===== src/hdl/pslcp_pkg.sv =====
package pslcp_pkg;

  localparam int WORD_W   = 64;
  localparam int IN_WORDS = 4;
  localparam int WORDS    = 4;
  localparam int LEN_W    = 8;
  localparam int MAXLEN   = WORDS * 32;
  localparam int SLEN_W   = $clog2(MAXLEN + 1);
  localparam int BITS_W   = $clog2(WORDS * WORD_W + 1);
  localparam int IDX_W    = $clog2(WORDS * WORD_W);
  localparam int LZ_W     = $clog2(WORD_W + 1);
  localparam int ORDER_W  = 2;
  localparam int COMMON_W = 9;
  localparam int CODE_W   = 2;

  localparam logic signed [ORDER_W-1:0] ORDER_LESS    = -2'sd1;
  localparam logic signed [ORDER_W-1:0] ORDER_EQUAL   = 2'sd0;
  localparam logic signed [ORDER_W-1:0] ORDER_GREATER = 2'sd1;

  localparam logic [CODE_W-1:0] CODE_END    = 2'd0;
  localparam logic [CODE_W-1:0] CODE_NEXT0  = 2'd1;
  localparam logic [CODE_W-1:0] CODE_NEXT1  = 2'd2;
  localparam logic [CODE_W-1:0] CODE_DIFFER = 2'd3;

  typedef struct packed {
    logic            active;
    logic            diff;
    logic            gt;
    logic [LZ_W-1:0] lz;
  } lane_res_t;

  typedef struct packed {
    logic signed [ORDER_W-1:0] order;
    logic [COMMON_W-1:0]       common_bits;
    logic [CODE_W-1:0]         next_code;
  } result_t;

endpackage


===== src/hdl/pslcp_pair_if.sv =====
interface pslcp_pair_if import pslcp_pkg::*; ();
  logic              valid;
  logic              ready;
  logic [WORD_W-1:0] seq1_word0;
  logic [WORD_W-1:0] seq1_word1;
  logic [WORD_W-1:0] seq1_word2;
  logic [WORD_W-1:0] seq1_word3;
  logic [WORD_W-1:0] seq2_word0;
  logic [WORD_W-1:0] seq2_word1;
  logic [WORD_W-1:0] seq2_word2;
  logic [WORD_W-1:0] seq2_word3;
  logic [LEN_W-1:0]  first_length;
  logic [LEN_W-1:0]  second_length;

  modport source (
    output valid, seq1_word0, seq1_word1, seq1_word2, seq1_word3,
           seq2_word0, seq2_word1, seq2_word2, seq2_word3,
           first_length, second_length,
    input  ready
  );

  modport sink (
    input  valid, seq1_word0, seq1_word1, seq1_word2, seq1_word3,
           seq2_word0, seq2_word1, seq2_word2, seq2_word3,
           first_length, second_length,
    output ready
  );
endinterface


===== src/hdl/pslcp_result_if.sv =====
interface pslcp_result_if import pslcp_pkg::*; ();
  logic                      valid;
  logic                      ready;
  logic signed [ORDER_W-1:0] order;
  logic [COMMON_W-1:0]       common_bits;
  logic [CODE_W-1:0]         next_code;

  modport source (
    output valid, order, common_bits, next_code,
    input  ready
  );

  modport sink (
    input  valid, order, common_bits, next_code,
    output ready
  );
endinterface


===== src/hdl/pslcp_lane.sv =====
module pslcp_lane import pslcp_pkg::*; (
  input  logic [WORD_W-1:0] a,
  input  logic [WORD_W-1:0] b,
  input  logic              active,
  output lane_res_t         res
);

  localparam int BYTES = WORD_W / 8;

  logic [WORD_W-1:0] x;
  logic [2:0]        byte_lz [BYTES];
  logic [BYTES-1:0]  byte_nz;
  logic [LZ_W-1:0]   lz;

  assign x = a ^ b;

  always_comb begin
    for (int i = 0; i < BYTES; i++) begin
      byte_lz[i] = 3'd0;
      byte_nz[i] = |x[WORD_W-1-8*i -: 8];
      for (int k = 0; k < 8; k++) begin
        if (x[WORD_W-8-8*i+k]) begin
          byte_lz[i] = 3'(7 - k);
        end
      end
    end
  end

  always_comb begin
    lz = LZ_W'(WORD_W);
    for (int i = BYTES - 1; i >= 0; i--) begin
      if (byte_nz[i]) begin
        lz = LZ_W'(8 * i) + LZ_W'(byte_lz[i]);
      end
    end
  end

  assign res.active = active;
  assign res.diff   = |x;
  assign res.gt     = a > b;
  assign res.lz     = lz;

endmodule


===== src/hdl/pslcp_merge.sv =====
module pslcp_merge import pslcp_pkg::*; (
  input  lane_res_t [WORDS-1:0] lanes,
  input  logic [SLEN_W-1:0]     len1,
  input  logic [SLEN_W-1:0]     len2,
  input  logic [BITS_W-1:0]     min_bits,
  input  logic                  next_bit,
  output result_t               res
);

  logic                      found;
  logic signed [ORDER_W-1:0] ord;
  logic [BITS_W-1:0]         lcp;
  logic [BITS_W-1:0]         lcp_cap;
  logic [CODE_W-1:0]         code;

  always_comb begin
    found = 1'b0;
    ord   = ORDER_EQUAL;
    lcp   = '0;
    for (int w = 0; w < WORDS; w++) begin
      if (!found && lanes[w].active) begin
        if (lanes[w].diff) begin
          found = 1'b1;
          ord   = lanes[w].gt ? ORDER_GREATER : ORDER_LESS;
          lcp   = BITS_W'(w * WORD_W) + BITS_W'(lanes[w].lz);
        end else begin
          lcp = BITS_W'((w + 1) * WORD_W);
        end
      end
    end
    if (ord == ORDER_EQUAL) begin
      if (len1 > len2) begin
        ord = ORDER_GREATER;
      end else if (len1 < len2) begin
        ord = ORDER_LESS;
      end
    end
  end

  always_comb begin
    lcp_cap = (lcp > min_bits) ? min_bits : lcp;
    if (lcp_cap < min_bits) begin
      code = CODE_DIFFER;
    end else if (len1 < len2) begin
      code = next_bit ? CODE_NEXT1 : CODE_NEXT0;
    end else begin
      code = CODE_END;
    end
  end

  assign res.order       = ord;
  assign res.common_bits = COMMON_W'(lcp_cap);
  assign res.next_code   = code;

endmodule


===== src/hdl/packed_sequence_lcp_compare_unit.sv =====
// Compares two sequences of 2-bit characters, each packed MSB first into four
// 64-bit words, and returns their order, the common prefix length in bits
// (capped at twice the shorter length) and a code for what follows it.
// Lengths above 128 saturate. One pair is taken every cycle while results are
// taken as they are offered. An accepted pair first fills the register stage
// that holds the four word lanes (compare and leading-zero count), then the one
// that holds the merged result, from which its result is offered. The output
// register lets a new pair in while a result waits to be taken.
module packed_sequence_lcp_compare_unit import pslcp_pkg::*; (
  input  logic           clk,
  input  logic           rst,
  pslcp_pair_if.sink     pair,
  pslcp_result_if.source result
);

  logic [WORD_W-1:0]       in_a [IN_WORDS];
  logic [WORD_W-1:0]       in_b [IN_WORDS];
  logic [WORD_W-1:0]       wa   [WORDS];
  logic [WORD_W-1:0]       wb   [WORDS];
  logic [WORDS*WORD_W-1:0] seq2_flat;
  logic [SLEN_W-1:0]       len1_sat;
  logic [SLEN_W-1:0]       len2_sat;
  logic [SLEN_W-1:0]       min_len;
  logic [BITS_W-1:0]       min_bits;
  logic [IDX_W-1:0]        bit_idx;
  logic                    next_bit;
  lane_res_t [WORDS-1:0]   lane_res;

  logic                    s1_valid;
  lane_res_t [WORDS-1:0]   s1_lanes;
  logic [SLEN_W-1:0]       s1_len1;
  logic [SLEN_W-1:0]       s1_len2;
  logic [BITS_W-1:0]       s1_min_bits;
  logic                    s1_next_bit;
  logic                    s1_advance;

  result_t                 merged;
  logic                    out_valid;
  result_t                 out_res;

  assign in_a[0] = pair.seq1_word0;
  assign in_a[1] = pair.seq1_word1;
  assign in_a[2] = pair.seq1_word2;
  assign in_a[3] = pair.seq1_word3;
  assign in_b[0] = pair.seq2_word0;
  assign in_b[1] = pair.seq2_word1;
  assign in_b[2] = pair.seq2_word2;
  assign in_b[3] = pair.seq2_word3;

  always_comb begin
    len1_sat = (int'(pair.first_length) > MAXLEN) ? SLEN_W'(MAXLEN)
                                                  : SLEN_W'(pair.first_length);
    len2_sat = (int'(pair.second_length) > MAXLEN) ? SLEN_W'(MAXLEN)
                                                   : SLEN_W'(pair.second_length);
    min_len  = (len1_sat < len2_sat) ? len1_sat : len2_sat;
    min_bits = BITS_W'(min_len) << 1;
  end

  for (genvar w = 0; w < WORDS; w++) begin : g_lane
    localparam int LaneBase = w * WORD_W;
    if (w < IN_WORDS) begin : g_word
      assign wa[w] = in_a[w];
      assign wb[w] = in_b[w];
    end else begin : g_zero
      assign wa[w] = '0;
      assign wb[w] = '0;
    end
    assign seq2_flat[(WORDS-1-w)*WORD_W +: WORD_W] = wb[w];

    pslcp_lane u_lane (
      .a      (wa[w]),
      .b      (wb[w]),
      .active (BITS_W'(LaneBase) < min_bits),
      .res    (lane_res[w])
    );
  end

  assign bit_idx  = IDX_W'(WORDS * WORD_W - 1) - min_bits[IDX_W-1:0];
  assign next_bit = seq2_flat[bit_idx];

  assign s1_advance = !out_valid || result.ready;
  assign pair.ready = !s1_valid || s1_advance;

  always_ff @(posedge clk) begin
    if (rst) begin
      s1_valid <= 1'b0;
    end else if (pair.ready) begin
      s1_valid <= pair.valid;
    end
  end

  always_ff @(posedge clk) begin
    if (pair.valid && pair.ready) begin
      s1_lanes    <= lane_res;
      s1_len1     <= len1_sat;
      s1_len2     <= len2_sat;
      s1_min_bits <= min_bits;
      s1_next_bit <= next_bit;
    end
  end

  pslcp_merge u_merge (
    .lanes    (s1_lanes),
    .len1     (s1_len1),
    .len2     (s1_len2),
    .min_bits (s1_min_bits),
    .next_bit (s1_next_bit),
    .res      (merged)
  );

  always_ff @(posedge clk) begin
    if (rst) begin
      out_valid <= 1'b0;
    end else if (s1_advance) begin
      out_valid <= s1_valid;
    end
  end

  always_ff @(posedge clk) begin
    if (s1_valid && s1_advance) begin
      out_res <= merged;
    end
  end

  assign result.valid       = out_valid;
  assign result.order       = out_res.order;
  assign result.common_bits = out_res.common_bits;
  assign result.next_code   = out_res.next_code;

  a_accept_fills_stage: assert property (@(posedge clk) disable iff (rst)
    pair.valid && pair.ready |=> s1_valid)
    else $error("accepted pair did not reach lane stage");

  a_stall_holds_stage: assert property (@(posedge clk) disable iff (rst)
    s1_valid && !s1_advance |=> s1_valid && $stable(s1_min_bits) && $stable(s1_len1))
    else $error("lane stage changed while stalled");

  a_differ_has_order: assert property (@(posedge clk) disable iff (rst)
    out_valid && out_res.next_code == CODE_DIFFER |-> out_res.order != ORDER_EQUAL)
    else $error("differing prefix with equal order");

  a_end_prefix_even: assert property (@(posedge clk) disable iff (rst)
    out_valid && out_res.next_code != CODE_DIFFER |-> !out_res.common_bits[0])
    else $error("full prefix not a whole number of characters");

endmodule


===== src/flat_wrapper.sv =====
// flat-port wrapper written by rule: the top's interface ports become plain ports
module packed_sequence_lcp_compare_unit_flat import pslcp_pkg::*;
  (clk, rst, pair_valid, pair_seq1_word0, pair_seq1_word1, pair_seq1_word2, pair_seq1_word3, pair_seq2_word0, pair_seq2_word1, pair_seq2_word2, pair_seq2_word3, pair_first_length, pair_second_length, pair_ready, result_valid, result_order, result_common_bits, result_next_code, result_ready);
  pslcp_pair_if pair_i ();
  pslcp_result_if result_i ();
  input  logic clk;
  input  logic rst;
  input wire logic [$bits(pair_i.valid)-1:0] pair_valid;
  input wire logic [$bits(pair_i.seq1_word0)-1:0] pair_seq1_word0;
  input wire logic [$bits(pair_i.seq1_word1)-1:0] pair_seq1_word1;
  input wire logic [$bits(pair_i.seq1_word2)-1:0] pair_seq1_word2;
  input wire logic [$bits(pair_i.seq1_word3)-1:0] pair_seq1_word3;
  input wire logic [$bits(pair_i.seq2_word0)-1:0] pair_seq2_word0;
  input wire logic [$bits(pair_i.seq2_word1)-1:0] pair_seq2_word1;
  input wire logic [$bits(pair_i.seq2_word2)-1:0] pair_seq2_word2;
  input wire logic [$bits(pair_i.seq2_word3)-1:0] pair_seq2_word3;
  input wire logic [$bits(pair_i.first_length)-1:0] pair_first_length;
  input wire logic [$bits(pair_i.second_length)-1:0] pair_second_length;
  output wire logic [$bits(pair_i.ready)-1:0] pair_ready;
  output wire logic [$bits(result_i.valid)-1:0] result_valid;
  output wire logic [$bits(result_i.order)-1:0] result_order;
  output wire logic [$bits(result_i.common_bits)-1:0] result_common_bits;
  output wire logic [$bits(result_i.next_code)-1:0] result_next_code;
  input wire logic [$bits(result_i.ready)-1:0] result_ready;
  assign pair_i.valid = pair_valid;
  assign pair_i.seq1_word0 = pair_seq1_word0;
  assign pair_i.seq1_word1 = pair_seq1_word1;
  assign pair_i.seq1_word2 = pair_seq1_word2;
  assign pair_i.seq1_word3 = pair_seq1_word3;
  assign pair_i.seq2_word0 = pair_seq2_word0;
  assign pair_i.seq2_word1 = pair_seq2_word1;
  assign pair_i.seq2_word2 = pair_seq2_word2;
  assign pair_i.seq2_word3 = pair_seq2_word3;
  assign pair_i.first_length = pair_first_length;
  assign pair_i.second_length = pair_second_length;
  assign pair_ready = pair_i.ready;
  assign result_valid = result_i.valid;
  assign result_order = result_i.order;
  assign result_common_bits = result_i.common_bits;
  assign result_next_code = result_i.next_code;
  assign result_i.ready = result_ready;
  packed_sequence_lcp_compare_unit u_core (.clk(clk), .rst(rst), .pair(pair_i), .result(result_i));
endmodule

===== config.mk =====
export PLATFORM = sky130hd
export DESIGN_NAME = packed_sequence_lcp_compare_unit_flat
export DESIGN_NICKNAME = d
export VERILOG_FILES = /design/src/hdl/pslcp_pkg.sv /design/src/hdl/pslcp_pair_if.sv /design/src/hdl/pslcp_result_if.sv /design/src/hdl/pslcp_lane.sv /design/src/hdl/pslcp_merge.sv /design/src/hdl/packed_sequence_lcp_compare_unit.sv /design/src/flat_wrapper.sv
export SDC_FILE = /design/constraint.sdc
export NUM_CORES = 1
export LEC_CHECK = 0
export ABC_CLOCK_PERIOD_IN_PS = 7400
export BUFFER_PORTS_ARGS = -buffer_cell sky130_fd_sc_hd__buf_2
export CORE_AREA = 4 4 213 215
export CTS_BUF_LIST = sky130_fd_sc_hd__clkbuf_4 sky130_fd_sc_hd__clkbuf_8
export CTS_CLUSTER_SIZE = 10
export DETAILED_ROUTE_END_ITERATION = 6
export DIE_AREA = 0 0 217 219
export MAX_ROUTING_LAYER = met4
export PLACE_DENSITY = 0.69
export SLEW_MARGIN = 10
export SYNTH_ARGS = -nofsm -noshare
export SYNTH_HDL_FRONTEND = slang
export SYNTH_HIERARCHICAL = 1
export SYNTH_SLANG_ARGS = --single-unit

===== constraint.sdc =====
create_clock -name clk -period 7.4 [get_ports clk]
set_clock_uncertainty 0.1 [all_clocks]
set_input_delay 1.11 -clock clk [delete_from_list [all_inputs] [get_ports clk]]
set_output_delay 1.11 -clock clk [all_outputs]
set_load 0.005 [all_outputs]

# == After elaboration in Yosys (flattened, before gate mapping) ==
# Cells that the tools add are included.
# totals
ff_bits,80
input_bits,532
output_inout_bits,15
wordCells,455
# op_classes
addsub,32
order_cmp,16
muxes,325
bitwise,4
n_reduce_logical,49
# op_table
op,n
3-bit two-way mux,260
64-bit > comparator,4
64-bit OR reduction,4
8-bit OR reduction,32
64-bit bitwise XOR,4
7-bit two-way mux,30
"6-bit by 3-bit adder with 7-bit output, first input constant",16
9-bit two-way mux,6
"5-bit by 3-bit adder with 6-bit output, first input constant",8
2-bit two-way mux,17
8-bit two-way mux,4
"4-bit by 3-bit adder with 5-bit output, first input constant",4
"8-bit by 7-bit adder with 9-bit output, first input constant",2
"8-bit by 9-bit < comparator with 1-bit output, first input constant",2
"8-bit > comparator, second input constant",2
8-bit < comparator,2
9-bit > comparator,1
"1-bit by 9-bit < comparator with 1-bit output, first input constant",1
"7-bit by 9-bit < comparator with 1-bit output, first input constant",1
"8-bit by 9-bit < comparator with 1-bit output, second input constant",1
9-bit < comparator,1
"7-bit by 7-bit adder with 8-bit output, first input constant",1
1-bit binary-select mux with 8-bit select,1
8-bit > comparator,1
other kinds (6),21

# == Depth between registers and ports, before layout ==
# Gate-level depths: netlist (run 1).
# depth
word_depth,18
depth_mapped,18
mapped_depth_nobuf,16

# == Hierarchy ==
# Netlist (run 1), hierarchy kept.
# by_module_without_submodules
mod,n_inst,cells_per_inst,area_each_um2,seq_area_each_um2
pslcp_lane,4,337,2220.9,0.0
packed_sequence_lcp_compare_unit,1,385,4395.5,2382.3
pslcp_merge,1,157,1108.6,0.0

# == Worst setup path after synthesis (run 1) ==
# OpenSTA, ideal clock, no wires.
# synth_timing
kind,input to register
from,input pair_first_length[7]
to,register u_core.s1_next_bit (data pin)
setup_time_ps,256
t_arrival_ps,3851
required_ps,7044
setup_slack_ps,3193
stages,15
n_path_buf,3
path_cell_list,and2b_2 clkbuf_1 ha_1 nand3_1 a31o_1 buf_6 and3_4 nor2_4 buf_12 mux2i_1 o22ai_1 o32ai_1 nor3_1 a211o_1 o211a_1
# synth_between
elab_chain_len,7
# synth_rtl
item,line,source
from (decl),flat_wrapper.sv:17,input wire logic [$bits(pair_i.first_length)-1:0] pair_first_length;
8-bit > comparator *,packed_sequence_lcp_compare_unit.sv:51,len1_sat = (int'(pair.first_length) > MAXLEN) ? SLEN_W'(MAXLEN)
8-bit two-way mux *,packed_sequence_lcp_compare_unit.sv:51,
named net u_core.len1_sat[2],packed_sequence_lcp_compare_unit.sv:21,logic [SLEN_W-1:0] len1_sat;
8-bit < comparator,packed_sequence_lcp_compare_unit.sv:55,min_len = (len1_sat < len2_sat) ? len1_sat : len2_sat;
8-bit two-way mux *,packed_sequence_lcp_compare_unit.sv:55,
8-bit subtractor *,packed_sequence_lcp_compare_unit.sv:78,assign bit_idx = IDX_W'(WORDS * WORD_W - 1) - min_bits[IDX_W-1:0];
1-bit binary-select mux with 8-bit select *,packed_sequence_lcp_compare_unit.sv:79,assign next_bit = seq2_flat[bit_idx];
1-bit two-way mux (implied by the code) *,packed_sequence_lcp_compare_unit.sv:79,
named net u_core.next_bit,packed_sequence_lcp_compare_unit.sv:26,logic next_bit;
to (signal assigned),packed_sequence_lcp_compare_unit.sv:98,s1_next_bit <= next_bit;
to (decl),packed_sequence_lcp_compare_unit.sv:34,logic s1_next_bit;
# The timed path passes the listed nets; every way through them passes the cells marked *. The select of a mux whose other input is x is not followed.
# A chain may end at the register's enable or synchronous reset.

# == Worst setup path in the final report (run 1) ==
# layout_timing
from,input pair_second_length[7]
to,register u_core.s1_next_bit (data pin)
# layout_between
elab_chain_len,7
# layout_rtl
item,line,source
from (decl),flat_wrapper.sv:18,input wire logic [$bits(pair_i.second_length)-1:0] pair_second_length;
8-bit > comparator,packed_sequence_lcp_compare_unit.sv:53,len2_sat = (int'(pair.second_length) > MAXLEN) ? SLEN_W'(MAXLEN)
8-bit two-way mux *,packed_sequence_lcp_compare_unit.sv:53,
8-bit < comparator,packed_sequence_lcp_compare_unit.sv:55,
8-bit two-way mux *,packed_sequence_lcp_compare_unit.sv:55,
8-bit subtractor *,packed_sequence_lcp_compare_unit.sv:78,
1-bit binary-select mux with 8-bit select *,packed_sequence_lcp_compare_unit.sv:79,
1-bit two-way mux (implied by the code) *,packed_sequence_lcp_compare_unit.sv:79,
named net u_core.next_bit,packed_sequence_lcp_compare_unit.sv:26,
# Marked as above.

==> results of run 1 <==
-- critical path: cells and delay by family --
kind	cells	cell delay [ns]
simple gates	4	1.52
fa+ha+maj	1	0.38
buf+inv	3	0.78
compound gates	7	1.59
-- cells in the mapped netlist (all sizes together) (7+ instances only) --
library cell / count
inv: 365
ha: 288
nand2: 179
o21ai: 148
a21oi: 124
nor2: 84
edfxtp: 78
nand4: 67
nand3: 61
a211oi: 57
a21boi: 41
a31oi: 36
mux2i: 27
nand2b: 26
and3: 23
o211ai: 21
nor3: 20
o2111ai: 18
buf: 17
a311oi: 15
nor4: 14
a21o: 13
or2: 12
mux2: 10
o21a: 10
o221ai: 10
or3: 10
nor2b: 9
a221oi: 8
o311ai: 8
a211o: 7
and4: 7
clkbuf: 7
-- stage by stage --
stage | hold slack, ns | std cells | setup slack [ns]
2_1_floorplan | 0.378 | 1892 | 3.19
3_3_place_gp | 0.395 | 3007 | 1.85
3_5_place_dp | 0.401 | 3007 | 1.63
4_1_cts | 0.415 | 3023 | 2.06
5_1_grt | 0.457 | 3027 | 1.70
6_report | 0.413 | 3027 | 2.05
-- cell families after synthesis --
logic type | Yosys count | synth area share [%]
other | 1 | 0.0261
adder cells (fa/ha/maj) | 288 | 25.0
AO/OA/AOI/OAI | 565 | 26.1
multiplexers | 37 | 2.66
flip-flops | 80 | 16.6
buffers and inverters | 390 | 10.9
AND/OR/NAND/NOR | 529 | 18.7
-- per-layer routing --
| layer | GRT usage [%] | vias to the layer above | part of all wire, % |
|---|---|---|---|
| met5 | - | - | 0 |
| met1 | 33.3 | 7842 | 42 |
| li1 | - | 7994 | - |
| met3 | 2.52 | 96 | 4.7 |
| met4 | 7.63 | 0 | 3.0 |
| met2 | 46.8 | 568 | 50 |
-- how the worst min path moves through the flow --
stage          slack (ns)                                to                         start
2_1_floorplan        0.38  u_core/result.valid$_SDFFE_PP0P_  u_core/s1_valid$_SDFFE_PP0N_
3_3_place_gp         0.40  u_core/result.valid$_SDFFE_PP0P_  u_core/s1_valid$_SDFFE_PP0N_
3_5_place_dp         0.40  u_core/result.valid$_SDFFE_PP0P_  u_core/s1_valid$_SDFFE_PP0N_
4_1_cts              0.42  u_core/result.valid$_SDFFE_PP0P_  u_core/s1_valid$_SDFFE_PP0N_
5_1_grt              0.46  u_core/result.valid$_SDFFE_PP0P_  u_core/s1_valid$_SDFFE_PP0N_
6_report             0.41  u_core/result.valid$_SDFFE_PP0P_  u_core/s1_valid$_SDFFE_PP0N_
-- registers in the layout, summed over array words and instances (netlist names) --
signal and cells:
u_core/result.order 2, u_core/s1_len2 8, u_core/result.valid 1, u_core/s1_lanes 40, u_core/result.common_bits 9, u_core/s1_next_bit 1
u_core/s1_valid 1, u_core/s1_len1 8, u_core/result.next_code 2, u_core/s1_min_bits 8
-- where the power goes --
group / switching (mW) / internal [mW] / leakage, nW
combinational: 0.640 / 0.438 / 8.44
clock: 0.190 / 0.129 / 0.0932
sequential: 0.0210 / 0.540 / 0.777
total: 0.852 / 1.11 / 9.31
-- area by class of cell --
class	instances	area, µm²
Clock buffer	9	124
Multi-Input combinational cell	1422	10500
Antenna cell	4	10.0
Inverter	365	1370
Clock inverter	7	62.6
Sequential cell	80	2380
Timing Repair Buffer	548	2750
Fill cell	4629	25800
Tap cell	592	741
==> qor.csv, run 1 <==
metric,value,unit
status,"finished, final reports clean",
minimum clock period,5.35,ns
unrepaired setup endpoints after global routing,no,
CTS H-tree lvls,3,
LEAKAGE,9.31,nW
area delta synth->final,24.4,%
Post-Syn Instances,1890,
ys async rst share,0,%
fin. max-slew vios,0,
initial core utilization,32.9,%
critical path endpoint,u_core/s1_next_bit$_DFFE_PP_,
share of cells above drive strength 1,25.9,%
"Slowest-stage cell, CP",nor2_4,
Detailed Route Iter0 Violations,1198,
IO Pins,547,
Via density,5.45,
design area,17900,µm²
CP Class,in -> reg,
CTS max path bufs,2,
chip height,219,µm
"antenna viol nets, final",0,
total power,1.96,mW
Hold Path Class,reg -> reg,
ys flop type,edfxtp_1,
initial antenna violation count,4,
element type at the critical path start,input pin,
leading area contributor after synthesis,ha_1,
TritonRoute pass-1 iters,5,
TritonCTS Buffers,9,
"Avg Cell Area, Syn",7.61,µm²
worst-path maximum fanout,39,
"reg-to-reg slack, setup",2.50,ns
CTS tree,built,
GPL Wtd Cong,0.976,
dpl cell area,17700,µm²
Rel. slew slack,18.0,%
Pwr per Cell Area,109,nW/µm²
total gr overflow,0,
CP Capture Type,register,
largest net degree at the start of global routing,66,
vias in the first global route,16360,
Wirelength per Cell,21.7,µm
post-cts gate resize count,0,
I/O Buffers,546,
max-cap violations,0,
Achievable Freq,187,MHz
Synth area leaders,"ha_1, edfxtp_1, inv_1, o21ai_0, nand2_1",
endpoints failing setup,0,
root buffer cell,clkbuf_8,
r2r endpoint,u_core/result.next_code[0]$_DFFE_PP_,
setup TNS,0,ns
sequential share of the synthesized area,16.6,%
# DRC,0,
die area,47500,µm²
"commonest non-fill, non-tap cell in the layout",buf_2,
Hold Path Depth,2,
Yosys Warn Count,6,
die width,217,µm
path depth of the worst reg2reg path,16,
floorplan core area,43700,µm²
vias,16500,
CP peak stage delay,0.92,ns
Worst-Skew Late Latency,0.39,ns
#FFs+latches synth,80,
number of synthesized flops with an enable pin,78,
Post-Syn Area,14400,µm²
area share of the largest cell type after synthesis,25.0,%
first-pass GRT wire length,95800,µm
Final Hold Vio Count,0,
Total Routed Length,65700,µm
GR Util All Layers,26.8,%
Std-Cell Rows,77,
post-CTS setup buffer count,0,
Max VDD drop,0.0756,mV
"Reg clk slew, reported paths",0.09,ns
Tcrit/Tclk final,72.3,%
CP arrival,5.40,ns
most used cells in the layout excluding fill and tap cells,"buf_2, inv_1, ha_1",
fin nets,3246,
crit-path cells,buf_2 -> inv_1 -> nand2_1 -> ha_1 -> o2111ai_2 -> a31o_1 -> and3_4 -> nor2_4 -> inv_2 -> a21oi_1 -> a32oi_1 -> o32ai_1 -> nor3_1 -> a211o_1 -> o211a_1,
cts hold-fix bufs,0,
Sink Count,80,
worst slew pin tran,1.23,ns
HPWL Detailed,58800,µm
reg-to-reg startpoint,u_core/s1_lanes[8]$_DFFE_PP_,
Final Util,40.9,%
Netlist cell types,93,
crit path from,pair_second_length[7],
Crit path required time,7.45,ns
Power figures use the tool's default switching activity.
==> run 2, diff against run 1 <==
--- a/config.mk
+++ b/config.mk
@@ -5,7 +5,7 @@
 export SDC_FILE = /design/constraint.sdc
 export NUM_CORES = 1
 export LEC_CHECK = 0
-export ABC_CLOCK_PERIOD_IN_PS = 7400
+export ABC_CLOCK_PERIOD_IN_PS = 5000
 export BUFFER_PORTS_ARGS = -buffer_cell sky130_fd_sc_hd__buf_2
 export CORE_AREA = 4 4 213 215
 export CTS_BUF_LIST = sky130_fd_sc_hd__clkbuf_4 sky130_fd_sc_hd__clkbuf_8
==> constraint.sdc (replaced) <==
create_clock -name clk -period 5 [get_ports clk]
set_clock_uncertainty 0.1 [all_clocks]
set_input_delay 0.75 -clock clk [delete_from_list [all_inputs] [get_ports clk]]
set_output_delay 0.75 -clock clk [all_outputs]
set_load 0.005 [all_outputs]
==> qor.csv, run 2 (synthesized netlist as in run 1, its figures left out) <==
metric,value,unit,change
worst hold path startpoint,u_core/s1_valid$_SDFFE_PP0N_,,
most used cells in the layout excluding fill and tap cells,"buf_2, inv_1, ha_1",,
cts hold-fix bufs,0,,unchanged
# DRC,0,,unchanged
Sink Count,80,,unchanged
status,"finished, final reports clean",,
Crit path required time,5.02,ns,-2.43 ns
fin nets,3254,,+0.25%
die area,47500,µm²,unchanged
Tcrit/Tclk final,88.1,%,
crit-path cells,a222oi_1 -> buf_4 -> and3_2 -> nand2_1 -> nand2_1 -> ha_1 -> a21oi_1 -> a21oi_1 -> a2111oi_2 -> nor2_1 -> buf_4 -> mux2_2 -> ha_1 -> nand2_1 -> nor2_1 -> o21ai_0 -> o211ai_1 -> o211ai_1,,
unrepaired setup endpoints after global routing,no,,
Final Hold Vio Count,0,,unchanged
TritonRoute pass-1 iters,6,,+1
CP Class,reg -> reg,,
worst-path maximum fanout,7,,-82%
I/O Buffers,546,,unchanged
endpoints failing setup,0,,unchanged
Top delay family on crit path,compound AO/OA/AOI/OAI gates,,
chip height,219,µm,unchanged
Final Util,41.1,%,+0.18 points
largest net degree at the start of global routing,39,,-41%
Pwr per Cell Area,164,nW/µm²,+50%
largest reg by FF count,u_core/s1_lanes,,
CP Capture Type,register,,
area delta synth->final,25.0,%,
CP peak stage delay,0.48,ns,-0.44 ns
IO Pins,547,,unchanged
fin. max-slew vios,0,,unchanged
WP buf/inv,2,,-1
Wirelength per Cell,21.8,µm,+0.33%
die width,217,µm,unchanged
floorplan core area,43700,µm²,unchanged
Placed Instances,3015,,+0.27%
Internal,1.70,mW,+53%
most frequent CP cell,nand2_1,,
CTS max path bufs,2,,unchanged
Largest register FFs,40,,unchanged
crit path from,u_core/s1_lanes[8]$_DFFE_PP_,,
Non-Filler Instances,3034,,+0.23%
element type at the critical path start,register,,
"antenna viol nets, final",0,,unchanged
root buffer cell,clkbuf_8,,
switching part of the total,42.4,%,-1.0 points
total gr overflow,0,,unchanged
LEAKAGE,9.36,nW,+0.52%
first-pass GRT wire length,96000,µm,+0.25%
post-CTS setup buffer count,0,,unchanged
Via density,5.47,,+0.34%
Total Routed Length,66100,µm,+0.56%
# fillers,4595,,-0.73%
share of cells above drive strength 1,26.2,%,+0.24 points
Max VDD drop,0.140,mV,+86%
post-cts gate resize count,0,,unchanged
Logic pwr share,54.3,%,-0.8 points
CTS H-tree lvls,3,,unchanged
initial antenna violation count,2,,-2
initial core utilization,32.9,%,unchanged
minimum clock period,4.40,ns,
Clk pwr share,17.5,%,+1.2 points
Achievable Freq,227,MHz,
Net Sw Power,1.25,mW,+47%
GPL Wtd Cong,0.987,,+1.1%
vias in the first global route,16353,,-0.043%
TritonCTS Buffers,9,,unchanged
Detailed Route Iter0 Violations,1152,,-3.8%
max-cap violations,0,,unchanged
CP arrival,4.42,ns,-0.98 ns
Hold Path Class,reg -> reg,,
"Slowest-stage cell, CP",edfxtp_1,,
setup TNS,0,ns,unchanged
Rel. slew slack,24.1,%,+6.0 points
GR Util All Layers,26.9,%,+0.11 points
CTS tree,built,,
Std-Cell Rows,77,,unchanged
"Reg clk slew, reported paths",0.09,ns,about the same
"commonest non-fill, non-tap cell in the layout",buf_2,,
worst slew pin tran,1.14,ns,-0.0899 ns
sequential power share,28.2,%,-0.4 points
total power,2.95,mW,+50%
reg-to-reg startpoint,u_core/s1_lanes[8]$_DFFE_PP_,,
Worst-Skew Late Latency,0.39,ns,about the same
HPWL Detailed,59500,µm,+1.1%
vias,16594,,+0.57%
## run 2: area by class of cell
class,instances,area (µm²),area share [%]
Tap cell,592,741,4.12
Timing Repair Buffer,556,2810,15.6
Sequential cell,80,2380,13.2
Inverter,365,1370,7.62
Antenna cell,3,7.51,0.0417
Clock inverter,7,83.8,0.466
Multi-Input combinational cell,1422,10500,58.2
Clock buffer,9,124,0.689
## run 2: path summary, 6_finish.rpt
path	end	slack [ns]	cells past startpoint
worst min register to register	u_core/result.valid$_SDFFE_PP0P_	0.42	2
worst max register to register	u_core/result.next_code[0]$_DFFE_PP_	0.60	18
worst max-delay path	u_core/result.next_code[0]$_DFFE_PP_	0.60	18
worst min-delay path	u_core/result.valid$_SDFFE_PP0P_	0.42	2
## run 2: worst reg2reg max path, stage by stage, from the launching register on
cell and delay (ns):
edfxtp_1 0.48, a222oi_1 0.43, buf_4 0.22, and3_2 0.24, nand2_1 0.06, nand2_1 0.10, ha_1 0.26, a21oi_1 0.15
a21oi_1 0.11, a2111oi_2 0.43, nor2_1 0.19, buf_4 0.19, mux2_2 0.28, ha_1 0.29, nand2_1 0.09, nor2_1 0.15
o21ai_0 0.12, o211ai_1 0.12, o211ai_1 0.13
## run 2: per-stage QoR
step / hold slack [ns] / setup slack (ns) / cell area [µm²]
3_5_place_dp: 0.407 / 0.346 / 17800
2_1_floorplan: 0.378 / 0.877 / 14400
5_1_grt: 0.417 / 0.310 / 18000
3_3_place_gp: 0.390 / 0.521 / 17800
4_1_cts: 0.418 / 0.677 / 18000
6_report: 0.423 / 0.597 / 18000
## run 2: routing by layer
| layer | track usage (%) | vias up | routed length [µm] |
|---|---|---|---|
| li1 | - | 8015 | - |
| met1 | 33.6 | 7817 | 28000 |
| met2 | 46.0 | 660 | 32300 |
| met3 | 2.67 | 102 | 3360 |
| met4 | 8.90 | 0 | 2390 |
| met5 | - | - | 0 |
## run 2: power groups by stage
stage	combinational (mW)	clock (mW)	sequential [mW]
2_1_floorplan	0.977	0	0.828
3_3_place_gp	1.55	0	0.847
3_5_place_dp	1.57	0	0.846
4_1_cts	1.58	0.531	0.831
5_1_grt	1.77	0.557	0.835
6_report	1.60	0.515	0.832
==> run 3, diff against run 2 <==
--- a/config.mk
+++ b/config.mk
@@ -5,7 +5,7 @@
 export SDC_FILE = /design/constraint.sdc
 export NUM_CORES = 1
 export LEC_CHECK = 0
-export ABC_CLOCK_PERIOD_IN_PS = 5000
+export ABC_CLOCK_PERIOD_IN_PS = 3900
 export BUFFER_PORTS_ARGS = -buffer_cell sky130_fd_sc_hd__buf_2
 export CORE_AREA = 4 4 213 215
 export CTS_BUF_LIST = sky130_fd_sc_hd__clkbuf_4 sky130_fd_sc_hd__clkbuf_8
@@ -13,7 +13,7 @@
 export DETAILED_ROUTE_END_ITERATION = 6
 export DIE_AREA = 0 0 217 219
 export MAX_ROUTING_LAYER = met4
-export PLACE_DENSITY = 0.69
+export PLACE_DENSITY = 0.71
 export SLEW_MARGIN = 10
 export SYNTH_ARGS = -nofsm -noshare
 export SYNTH_HDL_FRONTEND = slang
==> constraint.sdc (replaced) <==
create_clock -name clk -period 3.9 [get_ports clk]
set_clock_uncertainty 0.1 [all_clocks]
set_input_delay 0.585 -clock clk [delete_from_list [all_inputs] [get_ports clk]]
set_output_delay 0.585 -clock clk [all_outputs]
set_load 0.005 [all_outputs]
==> qor.csv, run 3 (synthesized netlist as in run 1, its figures left out) <==
metric,value,unit,change
"reg-to-reg slack, setup",-0.06,ns,-0.66 ns
GR Util All Layers,27.5,%,+0.57 points
Via density,5.41,,-1.1%
CTS H-tree lvls,3,,unchanged
Clk pwr share,14.2,%,-3.3 points
TritonRoute pass-1 iters,7,,+1
minimum clock period,3.96,ns,-0.442 ns
Detailed Route Iter0 Violations,1302,,+13%
failing checks,"design-rule violations, negative setup slack",,
# fillers,4575,,-0.44%
Achievable Freq,252,MHz,+11%
endpoints failing setup,1,,+1
first-pass GRT wire length,97800,µm,+1.8%
worst slew pin tran,1.09,ns,-0.0498 ns
"commonest non-fill, non-tap cell in the layout",buf_2,,
Max VDD drop,0.144,mV,+2.5%
vias,16799,,+1.2%
"antenna viol nets, final",0,,unchanged
HPWL Detailed,60900,µm,+2.5%
r2r endpoint,u_core/result.next_code[0]$_DFFE_PP_,,
most used cells in the layout excluding fill and tap cells,"buf_2, inv_1, ha_1",,
Std-Cell Rows,77,,unchanged
area delta synth->final,30.4,%,
LEAKAGE,9.73,nW,+4.0%
vias in the first global route,16618,,+1.6%
Place WS,-0.122,ns,-0.468 ns
initial core utilization,32.9,%,unchanged
max-cap violations,0,,unchanged
CTS max path bufs,2,,unchanged
Total Routed Length,67600,µm,+2.3%
fin. max-slew vios,0,,unchanged
Sink Count,80,,unchanged
worst hold path startpoint,rst,,
Hold Path Class,in -> reg,,
largest reg by FF count,u_core/s1_lanes,,
chip height,219,µm,unchanged
path depth of the worst reg2reg path,17,,-1
Crit path required time,3.91,ns,-1.11 ns
critical path endpoint,u_core/result.next_code[0]$_DFFE_PP_,,
I/O Buffers,546,,unchanged
unrepaired setup endpoints after global routing,yes,,
Internal,2.23,mW,+32%
switching part of the total,42.5,%,about the same
# DRC,2,,+2
fin nets,3327,,+2.2%
element type at the critical path start,register,,
Net Sw Power,1.65,mW,+32%
initial antenna violation count,2,,unchanged
total gr overflow,0,,unchanged
Pwr per Cell Area,207,nW/µm²,+26%
CP arrival,3.97,ns,-0.45 ns
Tcrit/Tclk final,102,%,+14 points
sequential power share,27.4,%,-0.8 points
IO Pins,547,,unchanged
reg-to-reg startpoint,u_core/s1_lanes[9]$_DFFE_PP_,,
Rel. slew slack,27.4,%,+3.3 points
root buffer cell,clkbuf_8,,
"Reg clk slew, reported paths",0.08,ns,about the same
largest net degree at the start of global routing,39,,unchanged
setup TNS,-0.0607,ns,-0.0607 ns
floorplan core area,43700,µm²,unchanged
Worst-Skew Late Latency,0.38,ns,about the same
status,"complete, but fails checks",,
CP Capture Type,register,,
Largest register FFs,40,,unchanged
crit path from,u_core/s1_lanes[9]$_DFFE_PP_,,
die width,217,µm,unchanged
Final Hold Vio Count,0,,unchanged
worst-path maximum fanout,8,,+1
share of cells above drive strength 1,29.5,%,+3.4 points
GPL Wtd Cong,1.01,,+2.3%
CP Class,reg -> reg,,
TritonCTS Buffers,9,,unchanged
die area,47500,µm²,unchanged
Logic pwr share,58.4,%,+4.1 points
setup ws final,-0.0607,ns,-0.658 ns
CTS tree,built,,
Wirelength per Cell,21.8,µm,about the same
[run 3: worst max-delay path, stage by stage, from the launching register on]
cell	delay [ns]
edfxtp_1	0.42
buf_4	0.14
nand2_1	0.05
and3_1	0.24
a222oi_1	0.42
nand2_4	0.12
ha_4	0.27
a21oi_2	0.14
a21oi_2	0.09
a2111oi_4	0.37
nor2_4	0.14
mux2_4	0.35
ha_4	0.28
nand2_2	0.06
o21ai_2	0.14
o21ai_1	0.10
o211ai_1	0.11
o211ai_1	0.14
[run 3: area by class of cell]
| class | count | area, µm² | area share [%] |
|---|---|---|---|
| clock buffer | 9 | 124 | 0.660 |
| antenna | 2 | 5.00 | 0.0267 |
| multi-input combinational | 1422 | 10700 | 57.1 |
| inverter | 365 | 1370 | 7.31 |
| timing repair buffer | 629 | 3380 | 18.0 |
| tap | 592 | 741 | 3.95 |
| sequential | 80 | 2380 | 12.7 |
| clock inverter | 6 | 37.5 | 0.200 |
[run 3: how the worst min path moves through the flow]
stage                                                   to  slack [ns]  cells past startpoint
after global routing          u_core/s1_valid$_SDFFE_PP0N_        0.27                      2
after floorplan           u_core/result.valid$_SDFFE_PP0P_        0.38                      2
after global placement    u_core/result.valid$_SDFFE_PP0P_        0.40                      2
after detailed placement  u_core/result.valid$_SDFFE_PP0P_        0.41                      2
final                         u_core/s1_valid$_SDFFE_PP0N_        0.28                      2
after CTS                     u_core/s1_valid$_SDFFE_PP0N_        0.26                      2
[run 3: layer usage]
layer	vias up	wire (µm)	GRT usage, %
met5	-	0	-
met4	0	1650	6.13
met3	88	3750	2.67
met2	684	33100	47.7
met1	7885	29100	34.9
li1	8142	-	-
[run 3: power groups by stage]
stage          registers [mW]  logic (mW)  clock network [mW]
2_1_floorplan            1.06        1.28                   0
3_3_place_gp             1.08        2.12                   0
3_5_place_dp             1.08        2.15                   0
4_1_cts                  1.06        2.19               0.568
5_1_grt                  1.07        2.50               0.607
6_report                 1.07        2.27               0.551
[run 3: metrics by stage]
stage	utilization, %	area (µm²)	instances	total power, mW	hold slack [ns]
floorplan	-	14500	1892	2.34	0.378
global placement	41.8	18300	3073	3.21	0.399
detailed placement	41.8	18300	3073	3.23	0.414
CTS	42.4	18600	3095	3.82	0.258
global route	42.9	18800	3105	4.17	0.266
finish	42.9	18800	3105	3.88	0.280
[run 3: repair_timing]
item,in CTS,in global routing
pin swaps,5,21
hold buffers,0,0
resized for setup,12,24
endpoints found under the setup margin,2,2
buffers inserted,7,8
